==> src/hw/rtl/psa_pkg.sv <==
// Shared types and constants for the pair stress accumulator.
// No dependencies; every other file but psa_if imports this package.
`default_nettype none

package psa_pkg;

	localparam int ACC_WIDTH_DEF = 48;
	localparam int OUT_WIDTH     = 48;
	localparam int QUEUE_DEPTH   = 2;
	localparam int DIV_BITS      = 49;
	localparam int ROOT_STEPS    = 32;

	localparam logic [63:0] LIM = 64'h0FFF_FFFF_FFFF_FFFF;
	localparam logic [63:0] BIG = 64'h7FFF_FFFF_FFFF_FFFF;
	localparam logic signed [63:0] OUT_MAX = 64'sh0000_7FFF_FFFF_FFFF;

	typedef enum logic [2:0] {
		REG_INNER  = 3'd0,
		REG_CUTOFF = 3'd1,
		REG_WELL   = 3'd2,
		REG_SIGMA  = 3'd3,
		REG_CUBIC  = 3'd4,
		REG_SQUARE = 3'd5
	} reg_idx_t;

	typedef enum logic [1:0] {SH_16, SH_24, SH_32} shift_t;
	typedef enum logic {LIM_SAT, BIG_SAT} sat_lim_t;
	typedef enum logic {OP_ROOT, OP_DIV} iter_op_t;

	typedef struct packed {
		logic signed [31:0] inner_radius;
		logic signed [31:0] cutoff_radius;
		logic signed [31:0] well_depth;
		logic signed [31:0] sigma_length;
		logic signed [31:0] spline_cubic;
		logic signed [31:0] spline_square;
	} cfg_t;

	typedef struct packed {
		logic signed [63:0] xx;
		logic signed [63:0] xy;
		logic signed [63:0] yy;
		logic [63:0]        r2;
		logic               ovf;
		logic               last;
	} pair_t;

	typedef struct packed {
		logic        start;
		iter_op_t    op;
		logic [63:0] root_in;
		logic [48:0] num;
		logic [31:0] den;
	} iter_req_t;

	typedef struct packed {
		logic        done;
		logic [48:0] res;
	} iter_rsp_t;

	typedef struct packed {
		logic               start;
		shift_t             shift;
		sat_lim_t           lim;
		logic signed [63:0] a;
		logic signed [63:0] b;
	} mul_req_t;

	typedef struct packed {
		logic               done;
		logic               sat;
		logic signed [63:0] res;
	} mul_rsp_t;

endpackage

`default_nettype wire

==> src/hw/rtl/psa_if.sv <==
// Handshake channels of the pair stress accumulator: items, results, config writes.
// No dependencies.
`default_nettype none


interface psa_result_if;
	logic               valid;
	logic               ready;
	logic signed [47:0] stress_xx;
	logic signed [47:0] stress_xy;
	logic signed [47:0] stress_yx;
	logic signed [47:0] stress_yy;
	logic               overflow;
	modport source (output valid, stress_xx, stress_xy, stress_yx, stress_yy, overflow,
		input ready);
	modport sink (input valid, stress_xx, stress_xy, stress_yx, stress_yy, overflow,
		output ready);
	modport monitor (input valid, ready, stress_xx, stress_xy, stress_yx, stress_yy,
		overflow);
endinterface


`default_nettype wire

==> src/hw/rtl/psa_back.sv <==
// Back end: sequences root, divides and multiplies for one pair, accumulates the
// tensor and holds the result register. Depends on psa_pkg and psa_if.
`default_nettype none

module psa_back #(
	parameter int ACC_WIDTH = psa_pkg::ACC_WIDTH_DEF
) (
	input  wire logic               clk,
	input  wire logic               arst_n,
	input  wire psa_pkg::cfg_t      cfg,
	input  wire logic               pop_valid,
	output logic                    pop_ready,
	input  wire psa_pkg::pair_t     pop_data,
	output psa_pkg::iter_req_t      iter_req,
	input  wire psa_pkg::iter_rsp_t iter_rsp,
	output psa_pkg::mul_req_t       mul_req,
	input  wire psa_pkg::mul_rsp_t  mul_rsp,
	psa_result_if.source            result
);
	import psa_pkg::*;

	localparam logic signed [63:0] ACC_MAX =
		{{(65 - ACC_WIDTH){1'b0}}, {(ACC_WIDTH - 1){1'b1}}};
	localparam logic signed [63:0] ACC_MIN = ~ACC_MAX;

	typedef enum logic [5:0] {
		ST_IDLE  = 6'b000001,
		ST_ROOT  = 6'b000010,
		ST_RECIP = 6'b000100,
		ST_QUOT  = 6'b001000,
		ST_MUL   = 6'b010000,
		ST_EMIT  = 6'b100000
	} state_t;

	typedef enum logic [3:0] {
		MS_P2, MS_P3, MS_P6, MS_P12, MS_NUM, MS_DLJ, MS_D2, MS_T1, MS_T2,
		MS_GXX, MS_TXX, MS_GXY, MS_TXY, MS_GYY, MS_TYY
	} step_t;

	function automatic logic [64:0] clamp_lim(input logic signed [63:0] x);
		logic signed [63:0] hi;
		hi = $signed(LIM);
		if (x > hi)       return {1'b1, hi};
		else if (x < -hi) return {1'b1, -hi};
		else              return {1'b0, x};
	endfunction

	function automatic logic [ACC_WIDTH:0] sat_add(input logic signed [ACC_WIDTH-1:0] a,
		input logic signed [ACC_WIDTH-1:0] b);
		logic signed [ACC_WIDTH:0] s;
		s = {a[ACC_WIDTH-1], a} + {b[ACC_WIDTH-1], b};
		if (s[ACC_WIDTH] != s[ACC_WIDTH-1])
			return {1'b1, s[ACC_WIDTH], {(ACC_WIDTH - 1){~s[ACC_WIDTH]}}};
		else
			return {1'b0, s[ACC_WIDTH-1:0]};
	endfunction

	function automatic logic [48:0] narrow_out(input logic signed [ACC_WIDTH-1:0] v);
		logic signed [63:0] w;
		w = 64'(v);
		if (w > OUT_MAX)       return {1'b1, OUT_MAX[47:0]};
		else if (w < ~OUT_MAX) return {1'b1, ~OUT_MAX[47:0]};
		else                   return {1'b0, w[47:0]};
	endfunction

	state_t   state_q;
	step_t    step_q, nxt_step;
	logic     iter_start_q, mul_start_q;
	iter_op_t iter_op_q;
	logic     seen_q;
	logic signed [ACC_WIDTH-1:0] sums_q [4];
	logic     out_valid_q;
	logic signed [47:0] out_xx_q, out_xy_q, out_yx_q, out_yy_q;
	logic     out_ovf_q;

	pair_t              pair_q;
	logic [31:0]        r_q;
	logic [48:0]        rinv_q;
	logic [47:0]        q_q;
	logic signed [63:0] t_q, p6_q, d_q, deri_q, g_q;

	logic               take, root_done, recip_done, quot_done, mul_done, emit_go;
	logic               lj_w, sp_w, nxt_cont, seen_mul;
	logic [31:0]        sigma_mag;
	logic signed [63:0] eps64, a64, b64, d_w;
	logic [64:0]        br_c, dsum_c;
	logic signed [63:0] term;
	logic               term_sat;
	logic signed [ACC_WIDTH-1:0] term_n;
	logic [ACC_WIDTH:0] add0, add1, add2, add3;
	logic [48:0]        n0, n1, n2, n3;

	assign pop_ready  = state_q == ST_IDLE;
	assign take       = pop_ready & pop_valid;
	assign root_done  = (state_q == ST_ROOT) & iter_rsp.done;
	assign recip_done = (state_q == ST_RECIP) & iter_rsp.done;
	assign quot_done  = (state_q == ST_QUOT) & iter_rsp.done;
	assign mul_done   = (state_q == ST_MUL) & mul_rsp.done;
	assign emit_go    = (state_q == ST_EMIT) & pair_q.last & (~out_valid_q | result.ready);

	assign lj_w = (cfg.inner_radius > 0) && (r_q < unsigned'(cfg.inner_radius));
	assign sp_w = !lj_w && (cfg.cutoff_radius > 0) && (r_q < unsigned'(cfg.cutoff_radius));
	assign d_w  = $signed({32'd0, r_q}) - 64'(cfg.cutoff_radius);
	assign sigma_mag = cfg.sigma_length[31] ? unsigned'(-cfg.sigma_length)
		: unsigned'(cfg.sigma_length);
	assign eps64 = 64'(cfg.well_depth);

	assign iter_req.start   = iter_start_q;
	assign iter_req.op      = iter_op_q;
	assign iter_req.root_in = pair_q.r2;
	assign iter_req.den     = r_q;
	assign iter_req.num     = (state_q == ST_QUOT) ? {1'b0, sigma_mag, 16'd0}
		: {1'b1, 48'd0};

	// operand routing for each multiply step
	always_comb begin
		mul_req.start = mul_start_q;
		mul_req.shift = SH_16;
		mul_req.lim   = LIM_SAT;
		a64 = t_q;
		b64 = t_q;
		unique case (step_q)
			MS_P2:  begin a64 = {16'd0, q_q}; b64 = {16'd0, q_q}; end
			MS_P3:  b64 = {16'd0, q_q};
			MS_P6:  ;
			MS_P12: begin a64 = p6_q; b64 = p6_q; end
			MS_NUM: a64 = (eps64 <<< 4) + (eps64 <<< 3);
			MS_DLJ: begin b64 = {15'd0, rinv_q}; mul_req.shift = SH_32; end
			MS_D2:  begin a64 = d_q; b64 = d_q; end
			MS_T1:  a64 = (64'(cfg.spline_cubic) <<< 1) + 64'(cfg.spline_cubic);
			MS_T2:  begin a64 = 64'(cfg.spline_square) <<< 1; b64 = d_q; end
			MS_GXX: begin a64 = pair_q.xx; b64 = {15'd0, rinv_q}; mul_req.shift = SH_32; end
			MS_GXY: begin a64 = pair_q.xy; b64 = {15'd0, rinv_q}; mul_req.shift = SH_32; end
			MS_GYY: begin a64 = pair_q.yy; b64 = {15'd0, rinv_q}; mul_req.shift = SH_32; end
			MS_TXX, MS_TXY, MS_TYY: begin
				a64 = deri_q;
				b64 = g_q;
				mul_req.shift = SH_24;
				mul_req.lim   = BIG_SAT;
			end
			default: ;
		endcase
		mul_req.a = a64;
		mul_req.b = b64;
	end

	assign br_c   = clamp_lim(p6_q - (mul_rsp.res <<< 1));
	assign dsum_c = clamp_lim(t_q + mul_rsp.res);

	assign term     = mul_rsp.res;
	assign term_sat = (term > ACC_MAX) || (term < ACC_MIN);
	assign term_n   = term_sat ? (term[63] ? ACC_MIN[ACC_WIDTH-1:0] : ACC_MAX[ACC_WIDTH-1:0])
		: term[ACC_WIDTH-1:0];
	assign add0 = sat_add(sums_q[0], term_n);
	assign add1 = sat_add(sums_q[1], term_n);
	assign add2 = sat_add(sums_q[2], term_n);
	assign add3 = sat_add(sums_q[3], term_n);

	assign n0 = narrow_out(sums_q[0]);
	assign n1 = narrow_out(sums_q[1]);
	assign n2 = narrow_out(sums_q[2]);
	assign n3 = narrow_out(sums_q[3]);

	// next multiply step and saturation flags of the finishing one
	always_comb begin
		nxt_step = step_q;
		nxt_cont = 1'b1;
		seen_mul = mul_rsp.sat;
		unique case (step_q)
			MS_P2:  nxt_step = MS_P3;
			MS_P3:  nxt_step = MS_P6;
			MS_P6:  nxt_step = MS_P12;
			MS_P12: begin nxt_step = MS_NUM; seen_mul = mul_rsp.sat | br_c[64]; end
			MS_NUM: nxt_step = MS_DLJ;
			MS_DLJ: begin nxt_step = MS_GXX; nxt_cont = mul_rsp.res != '0; end
			MS_D2:  nxt_step = MS_T1;
			MS_T1:  nxt_step = MS_T2;
			MS_T2:  begin
				nxt_step = MS_GXX;
				nxt_cont = dsum_c[63:0] != '0;
				seen_mul = mul_rsp.sat | dsum_c[64];
			end
			MS_GXX: nxt_step = MS_TXX;
			MS_TXX: begin
				nxt_step = MS_GXY;
				seen_mul = mul_rsp.sat | term_sat | add0[ACC_WIDTH];
			end
			MS_GXY: nxt_step = MS_TXY;
			MS_TXY: begin
				nxt_step = MS_GYY;
				seen_mul = mul_rsp.sat | term_sat | add1[ACC_WIDTH] | add2[ACC_WIDTH];
			end
			MS_GYY: nxt_step = MS_TYY;
			MS_TYY: begin
				nxt_cont = 1'b0;
				seen_mul = mul_rsp.sat | term_sat | add3[ACC_WIDTH];
			end
			default: nxt_cont = 1'b0;
		endcase
	end

	always_ff @(posedge clk or negedge arst_n) begin
		if (!arst_n) begin
			state_q      <= ST_IDLE;
			step_q       <= MS_P2;
			iter_start_q <= 1'b0;
			iter_op_q    <= OP_ROOT;
			mul_start_q  <= 1'b0;
			seen_q       <= 1'b0;
			out_valid_q  <= 1'b0;
			for (int i = 0; i < 4; i++) sums_q[i] <= '0;
		end else begin
			iter_start_q <= 1'b0;
			mul_start_q  <= 1'b0;
			if (result.ready && !emit_go) out_valid_q <= 1'b0;
			unique case (state_q)
				ST_IDLE: begin
					if (take) begin
						state_q      <= ST_ROOT;
						iter_start_q <= 1'b1;
						iter_op_q    <= OP_ROOT;
						seen_q       <= seen_q | pop_data.ovf;
					end
				end
				ST_ROOT: begin
					if (root_done) begin
						if (iter_rsp.res == '0) begin
							state_q <= ST_EMIT;
						end else begin
							state_q      <= ST_RECIP;
							iter_start_q <= 1'b1;
							iter_op_q    <= OP_DIV;
						end
					end
				end
				ST_RECIP: begin
					if (recip_done) begin
						if (lj_w) begin
							state_q      <= ST_QUOT;
							iter_start_q <= 1'b1;
						end else if (sp_w) begin
							state_q     <= ST_MUL;
							step_q      <= MS_D2;
							mul_start_q <= 1'b1;
						end else begin
							state_q <= ST_EMIT;
						end
					end
				end
				ST_QUOT: begin
					if (quot_done) begin
						state_q     <= ST_MUL;
						step_q      <= MS_P2;
						mul_start_q <= 1'b1;
					end
				end
				ST_MUL: begin
					if (mul_done) begin
						seen_q <= seen_q | seen_mul;
						if (step_q == MS_TXX) sums_q[0] <= add0[ACC_WIDTH-1:0];
						if (step_q == MS_TXY) begin
							sums_q[1] <= add1[ACC_WIDTH-1:0];
							sums_q[2] <= add2[ACC_WIDTH-1:0];
						end
						if (step_q == MS_TYY) sums_q[3] <= add3[ACC_WIDTH-1:0];
						if (nxt_cont) begin
							step_q      <= nxt_step;
							mul_start_q <= 1'b1;
						end else begin
							state_q <= ST_EMIT;
						end
					end
				end
				ST_EMIT: begin
					if (!pair_q.last) begin
						state_q <= ST_IDLE;
					end else if (emit_go) begin
						out_valid_q <= 1'b1;
						seen_q      <= 1'b0;
						for (int i = 0; i < 4; i++) sums_q[i] <= '0;
						state_q     <= ST_IDLE;
					end
				end
				default: state_q <= ST_IDLE;
			endcase
		end
	end

	always_ff @(posedge clk) begin
		if (take) pair_q <= pop_data;
		if (root_done) r_q <= iter_rsp.res[31:0];
		if (recip_done) begin
			rinv_q <= iter_rsp.res;
			d_q    <= d_w;
		end
		if (quot_done) q_q <= iter_rsp.res[47:0];
		if (mul_done) begin
			unique case (step_q)
				MS_P6:                  begin t_q <= mul_rsp.res; p6_q <= mul_rsp.res; end
				MS_P12:                 t_q <= br_c[63:0];
				MS_DLJ:                 deri_q <= mul_rsp.res;
				MS_T2:                  deri_q <= dsum_c[63:0];
				MS_GXX, MS_GXY, MS_GYY: g_q <= mul_rsp.res;
				MS_TXX, MS_TXY, MS_TYY: ;
				default:                t_q <= mul_rsp.res;
			endcase
		end
		if (emit_go) begin
			out_xx_q  <= n0[47:0];
			out_xy_q  <= n1[47:0];
			out_yx_q  <= n2[47:0];
			out_yy_q  <= n3[47:0];
			out_ovf_q <= seen_q | n0[48] | n1[48] | n2[48] | n3[48];
		end
	end

	assign result.valid     = out_valid_q;
	assign result.stress_xx = out_xx_q;
	assign result.stress_xy = out_xy_q;
	assign result.stress_yx = out_yx_q;
	assign result.stress_yy = out_yy_q;
	assign result.overflow  = out_ovf_q;

endmodule

`default_nettype wire

==> src/flat_wrapper.sv <==
// flat-port wrapper written by rule: the top's interface ports become plain ports
module psa_back_flat import psa_pkg::*;
#(
	parameter int ACC_WIDTH = psa_pkg::ACC_WIDTH_DEF
)
  (clk, arst_n, cfg, pop_valid, pop_ready, pop_data, iter_req, iter_rsp, mul_req, mul_rsp, result_valid, result_stress_xx, result_stress_xy, result_stress_yx, result_stress_yy, result_overflow, result_ready);
  psa_result_if result_i ();
  input  wire logic clk;
  input  wire logic arst_n;
  input  wire psa_pkg::cfg_t cfg;
  input  wire logic pop_valid;
  output logic pop_ready;
  input  wire psa_pkg::pair_t pop_data;
  output psa_pkg::iter_req_t iter_req;
  input  wire psa_pkg::iter_rsp_t iter_rsp;
  output psa_pkg::mul_req_t mul_req;
  input  wire psa_pkg::mul_rsp_t mul_rsp;
  output wire logic [$bits(result_i.valid)-1:0] result_valid;
  output wire logic [$bits(result_i.stress_xx)-1:0] result_stress_xx;
  output wire logic [$bits(result_i.stress_xy)-1:0] result_stress_xy;
  output wire logic [$bits(result_i.stress_yx)-1:0] result_stress_yx;
  output wire logic [$bits(result_i.stress_yy)-1:0] result_stress_yy;
  output wire logic [$bits(result_i.overflow)-1:0] result_overflow;
  input wire logic [$bits(result_i.ready)-1:0] result_ready;
  assign result_valid = result_i.valid;
  assign result_stress_xx = result_i.stress_xx;
  assign result_stress_xy = result_i.stress_xy;
  assign result_stress_yx = result_i.stress_yx;
  assign result_stress_yy = result_i.stress_yy;
  assign result_overflow = result_i.overflow;
  assign result_i.ready = result_ready;
  psa_back #(.ACC_WIDTH(ACC_WIDTH)) u_core (.clk(clk), .arst_n(arst_n), .cfg(cfg), .pop_valid(pop_valid), .pop_ready(pop_ready), .pop_data(pop_data), .iter_req(iter_req), .iter_rsp(iter_rsp), .mul_req(mul_req), .mul_rsp(mul_rsp), .result(result_i));
endmodule
==> config.mk <==
export PLATFORM = sky130hd
export DESIGN_NAME = psa_back_flat
export DESIGN_NICKNAME = d
export VERILOG_FILES = /design/src/hw/rtl/psa_pkg.sv /design/src/hw/rtl/psa_if.sv /design/src/hw/rtl/psa_back.sv /design/src/flat_wrapper.sv
export SDC_FILE = /design/constraint.sdc
export NUM_CORES = 2
export LEC_CHECK = 0
export ABC_CLOCK_PERIOD_IN_PS = 16320
export BUFFER_PORTS_ARGS = -buffer_cell sky130_fd_sc_hd__clkbuf_2
export CAP_MARGIN = 0
export CORE_AREA = 3 3 405 407
export CTS_CLUSTER_SIZE = 40
export DETAILED_ROUTE_END_ITERATION = 8
export DIE_AREA = 0 0 408 410
export MAX_ROUTING_LAYER = met4
export PLACE_DENSITY = 0.59
export SLEW_MARGIN = 20
export SYNTH_ARGS = -nofsm -noshare
export SYNTH_HDL_FRONTEND = slang
export SYNTH_SLANG_ARGS = --single-unit
==> constraint.sdc <==
create_clock -name clk -period 16.32 [get_ports clk]
set_input_delay 3.264 -clock clk [delete_from_list [all_inputs] [get_ports clk]]
set_output_delay 3.264 -clock clk [all_outputs]
set_load 0.05 [all_outputs]
# --- Yosys cells after proc, flatten, opt, wreduce, memory -nomap -nowiden ---
# Index checks and enable logic that the tools add are counted.
totals:
  ff_bits: 1106
  inputBits: 570
  out_inout_bits: 474
  wordCells: 241
classes:
  add_sub_neg: 10
  n_lt_le_gt_ge: 18
  eq_ne: 41
  n_mux: 81
  bitwise_logic: 27
  n_reduce_logical: 35
op_table:
  columns: ["operator", "count"]
  rows:
  - ["$pmux W64 S10", 1]
  - ["$mux W49", 13]
  - ["$mux W192", 3]
  - ["$pmux W192 S2", 1]
  - ["$pmux W64 S5", 1]
  - ["$mux W65", 4]
  - ["$pmux W64 S2", 2]
  - ["$add A48 B48 Y49", 4]
  - ["$gt A48 B48 Y1 const B", 4]
  - ["$lt A48 B48 Y1 const B", 4]
  - ["$mux W48", 4]
  - ["$gt A64 B61 Y1 const B", 2]
  - ["$lt A64 B61 Y1 const B", 2]
  - ["$reduce_bool A64 Y1", 2]
  - ["$mux W96", 1]
  - ["$mux W6", 11]
  - ["$add A64 B64 Y64", 1]
  - ["$gt A32 B1 Y1 const B", 2]
  - ["$gt A64 B48 Y1 const B", 1]
  - ["$lt A32 B32 Y1", 2]
  - ["$lt A64 B48 Y1 const B", 1]
  - ["$sub A64 B64 Y64", 1]
  - ["$pmux W4 S13", 1]
  - ["$logic_not A49 Y1", 1]
  - ["other kinds (47)", 143]

# --- Logic depth before layout (Yosys ltp) ---
logic_depth:
  depth_word: 12
  mapped_depth: 29
  depth_no_buf: 26

# --- Worst setup path after synthesis ---
# OpenSTA, ideal clock, no wires.
synth_path:
  path_kind: "input -> register"
  from: "in mul_rsp[65] in the netlist's numbering"
  to: "reg u_core.g_q[0] (enable)"
  setup_time_ps: 829
  t_arrival_ps: 13458
  slack_ps: 2033
  cell_stages: 2
  cell_sequence: "nand2_1 a2111oi_0"
synth_via:
  elab_chain_len: 2
synth_rtl:
  columns: ["element", "line_no", "rtl"]
  rows:
  - ["start, declared", "flat_wrapper.sv:17", "input wire psa_pkg::mul_rsp_t mul_rsp;"]
  - ["$and A1 B1 Y1", "psa_back.sv:98", "assign mul_done = (state_q == ST_MUL) & mul_rsp.done;"]
  - ["$reduce_and A2 Y1 (no source line)", null, null]
  - ["end signal, assigned", "psa_back.sv:303", "MS_GXX, MS_GXY, MS_GYY: g_q <= mul_rsp.res;"]
  - ["end, declared", "psa_back.sv:80", "logic signed [63:0] t_q, p6_q, d_q, deri_q, g_q;"]
# No other way between the ends.
# A chain may end at the register's enable or synchronous reset.

# --- Final worst setup path ---
layout_path:
  from: "in mul_rsp[56] in the netlist's numbering"
  to: "reg u_core.sums_q[41] in the netlist's numbering"
layout_via:
  elab_chain_len: 9
  elab_cells_between_ends: 11
  cone_classes: "1 x add/sub; 2 x order compare; 1 x eq/ne; 5 x mux; 1 x bitwise; 1 x reduce/logical"
layout_rtl:
  columns: ["element", "line_no", "rtl"]
  rows:
  - ["$gt A64 B48 Y1 / $lt A64 B48 Y1 (equally long branches)", "psa_back.sv:151", "assign term_sat = (term > ACC_MAX) || (term < ACC_MIN);"]
  - ["$logic_or A1 B1 Y1 *", "psa_back.sv:151", null]
  - ["$mux W48 *", "psa_back.sv:152", "assign term_n = term_sat ? (term[63] ? ACC_MIN[ACC_WIDTH-1:0] : ACC_MAX[ACC_WIDTH-1:0])"]
  - ["$add A48 B48 Y49 *", "psa_back.sv:51", "s = {a[ACC_WIDTH-1], a} + {b[ACC_WIDTH-1], b};"]
  - ["$ne A1 B1 Y1 / $not A1 Y1 (equally long branches)", "psa_back.sv:52, psa_back.sv:53", null]
  - ["$mux W49 *", "psa_back.sv:52", "if (s[ACC_WIDTH] != s[ACC_WIDTH-1])"]
  - ["$mux W48 *", "psa_back.sv:265", "if (step_q == MS_TYY) sums_q[3] <= add3[ACC_WIDTH-1:0];"]
  - ["$mux W192 *", "psa_back.sv:258", "if (mul_done) begin"]
  - ["$pmux W192 S2 *", "psa_back.sv:216", "unique case (state_q)"]
  - ["end, declared", "psa_back.sv:71", "logic signed [ACC_WIDTH-1:0] sums_q [4];"]
# Every way passes the cells marked *; elsewhere a longest branch is shown, timed or not. The select of a mux whose other input is x is not followed.

==> reports/results.txt <==
Reg area: 31280 sq um
Setup WS pre-CTS: 4.147 ns
first-pass GRT wire length: 445500 microns
kind of start point of the critical path: primary input
Post-CTS Setup Bufs: 0
P&R area growth vs syn: 15.38%
fmax: 86.31 MHz
htree depth: 3
total CTS buffers: 120
WP depth: 25
clock latency on the worst-skew pair: 0.78 ns
HP Class: reg2reg
Worst-path clk slew: 0.06 ns
sw frac: 46.25%
cts repair resizes: 0
top cells by count, synth: edfxtp_1, nand2_1, o21ai_0, nor2_1, a21oi_1
crit path time final: 11.59 ns
post-synthesis cell type count: 92
Critical Path Source: mul_rsp[56]
DRC Markers: 3
Yosys reg bits: 1076
Post-synth ARST share: 19.24%
Mean Syn Cell Area: 9.775 sq um
Seq/Total Area, Yosys: 45.91%
die width: 408 microns
via count: 62928
Starting Density: 42.43%
Die ar.: 167300 sq um
worst-path maximum fanout: 46
GPL Wtd Cong: 1.018
Root Buffer: clkbuf_16
count leader, synth: edfxtp_1
Mapped Cells: 6969
final hold vios: 0
Net Switching: 5.281 mW
number of I/O pins: 1044
Worst path max stage delay: 0.99 ns
xor/xnor share of the synthesized area: 4.500%
Synth top area share: 38.31%
die height: 410 microns
leakage: 33.31 nW
area leader, netlist: edfxtp_1
P_int: 6.138 mW
Max-Cap Viols: 0
share of cells above drive strength 1: 18.30%
DRT iter0 DRCs: 8999
reg2reg setup slack: 8.34 ns
Layout Skew: 0.04500 ns
CP most frequent cell: o21ai_0
Comb pwr share: 44.4%
Slowest cell on crit path: nor4_2
WL per Instance: 32.17 microns
Final Cycle Share: 70.99%
multi-input combinational cell area: 33720 sq um
largest net degree at the start of global routing: 131
RSZ-0062 raised after global routing: false
R2R depth: 23
# rows: 147
GRT Total Usage: 37.74%
antenna viol nets, final: 0
core area: 160600 sq um
Vias/cell: 6.329
Max VDD drop: 0.1115 mV
CP top delay family: compound AO/OA/AOI/OAI gates
Sink Count: 1076
max-slew violation count: 0
total wire length: 319900 microns
WP buf/inv: 2
status: complete, but fails checks
capturing point of the worst reg2reg path: u_core.seen_q
CTS tree: built
setup tns final: 0 ns
power share of the clock group: 24.4%
clk buf depth: 3
Slew HR: 14.58%
Slew @ Worst Pin: 1.274 ns
endpoint class of the critical path: flip-flop
Synth Area in Compound Gates: 22.36%
nets: 8675
Primary FF master, synth: edfxtp_1
IO Port Bufs: 1027
Finished Core Util: 48.95%
gr ovfl total: 0
main combinational cell family by area after synthesis: compound AO/OA/AOI/OAI gates
post-synthesis simple-gate area fraction: 13.23%
Synthesis Warnings: 0
vias in the first global route: 59869
Reg-to-Reg Start: u_core.p6_q[1]
Crit path arrival time: 12.24 ns
Critical Path End: u_core.sums_q[41]
PD cells: 145.3 nW/um^2
Critical Path RT: 16.97 ns
hpwl dp: 248100 microns
Synth Area in Adders: 8.585%
EDFF count, synth: 869
Sequential Power Share: 31.2%
drt pass-1 iters: 9
Fillers: 15079
Hold Buf Count CTS: 0
setup ws final: 4.734 ns
Synth area leaders: edfxtp_1, ha_1, dfrtp_1, o21ai_0, a21oi_1
Final setup violation count: 0
mux contribution to synthesized area: 0.3269%
critical path class: in2reg
Mapped Area: 68120 sq um
violated checks: design-rule violations
initial antenna violation count: 48
-- worst min-delay path by stage --
stage | from | end | slack (ns) | cells after the start
5_1_grt | u_core.sums_q[83] | u_core.result.stress_yx[35] | 0.50 | 0
4_1_cts | u_core.sums_q[83] | u_core.result.stress_yx[35] | 0.48 | 0
3_3_place_gp | u_core.sums_q[31] | u_core.result.stress_yy[31] | 0.48 | 0
6_report | u_core.sums_q[83] | u_core.result.stress_yx[35] | 0.48 | 0
3_5_place_dp | u_core.sums_q[132] | u_core.result.stress_xy[36] | 0.47 | 0
2_1_floorplan | u_core.sums_q[10] | u_core.sums_q[10] | 0.47 | 2
-- routing by layer --
| metal | up-vias | wire [microns] | GRT usage, % | share of wire (%) |
|---|---|---|---|---|
| met5 | - | 0 | - | 0 |
| met3 | 594 | 32730 | 7.931 | 10 |
| met2 | 3696 | 141000 | 56.07 | 44 |
| met4 | 0 | 14600 | 15.54 | 4.6 |
| met1 | 31103 | 131500 | 50.19 | 41 |
| li1 | 27535 | - | - | - |
-- placed cells by master (no fill, tap or decap), drive strengths merged, types with 52 or more instances in the layout --
master / instances
a21oi: 501
a22oi: 130
a222oi: 122
o21ai: 555
nor2: 510
nor2b: 52
a211oi: 59
nor4: 75
nand2b: 70
nor3: 91
xor2: 151
o21a: 79
buf: 97
nand4: 103
ha: 453
dfrtp: 206
nand3: 177
edfxtp: 869
a21o: 271
clkbuf: 1174
nand2: 631
o21bai: 54
xnor2: 199
a31oi: 115
inv: 259
-- area by class of cell --
| cell class | count | area share (%) |
|---|---|---|
| antenna | 35 | 0.1114 |
| clock buffer | 147 | 4.053 |
| clock inverter | 80 | 1.009 |
| inverter | 249 | 1.189 |
| multi-input combinational | 5072 | 42.90 |
| sequential | 1076 | 39.79 |
| tap | 2160 | 3.438 |
| timing repair buffer | 1124 | 7.510 |
-- registers in the layout (all words and copies together), names as in the netlist, 49 cells and up --
| name | cells |
|---|---|
| u_core.pair_q | 193 |
| u_core.sums_q | 192 |
| u_core.deri_q | 64 |
| u_core.g_q | 64 |
| u_core.iter_req | 64 |
| u_core.p6_q | 64 |
| u_core.t_q | 64 |
| u_core.rinv_q | 49 |
-- per-stage QoR --
stage	cell area (sq um)	power (mW)	hold WS (ns)	cells
finish	78600	11.42	0.4786	9943
CTS	78490	11.36	0.4816	9906
global route	78590	11.79	0.4961	9940
global placement	74490	8.553	0.4773	9679
detailed placement	74510	8.571	0.4730	9679
floorplan	68180	6.901	0.4655	6984
-- power groups by stage --
stage | combinational, mW | sequential [mW] | clock (mW)
3_3_place_gp | 4.94 | 3.61 | 0
5_1_grt | 5.29 | 3.58 | 2.91
2_1_floorplan | 3.30 | 3.60 | 0
6_report | 5.07 | 3.57 | 2.78
3_5_place_dp | 4.96 | 3.61 | 0
4_1_cts | 4.98 | 3.56 | 2.81
-- kinds of logic (layout without fill, tap and decap cells) --
kind of cell	Yosys count	count (layout)
compound gates	2295	2295
simple gates	1927	1927
flops	1076	1076
buf+inv	836	1600
fa+ha+maj	462	462
xor+xnor	350	350
mux	22	22
other cells	1	51
Power figures use the tool's default switching activity.
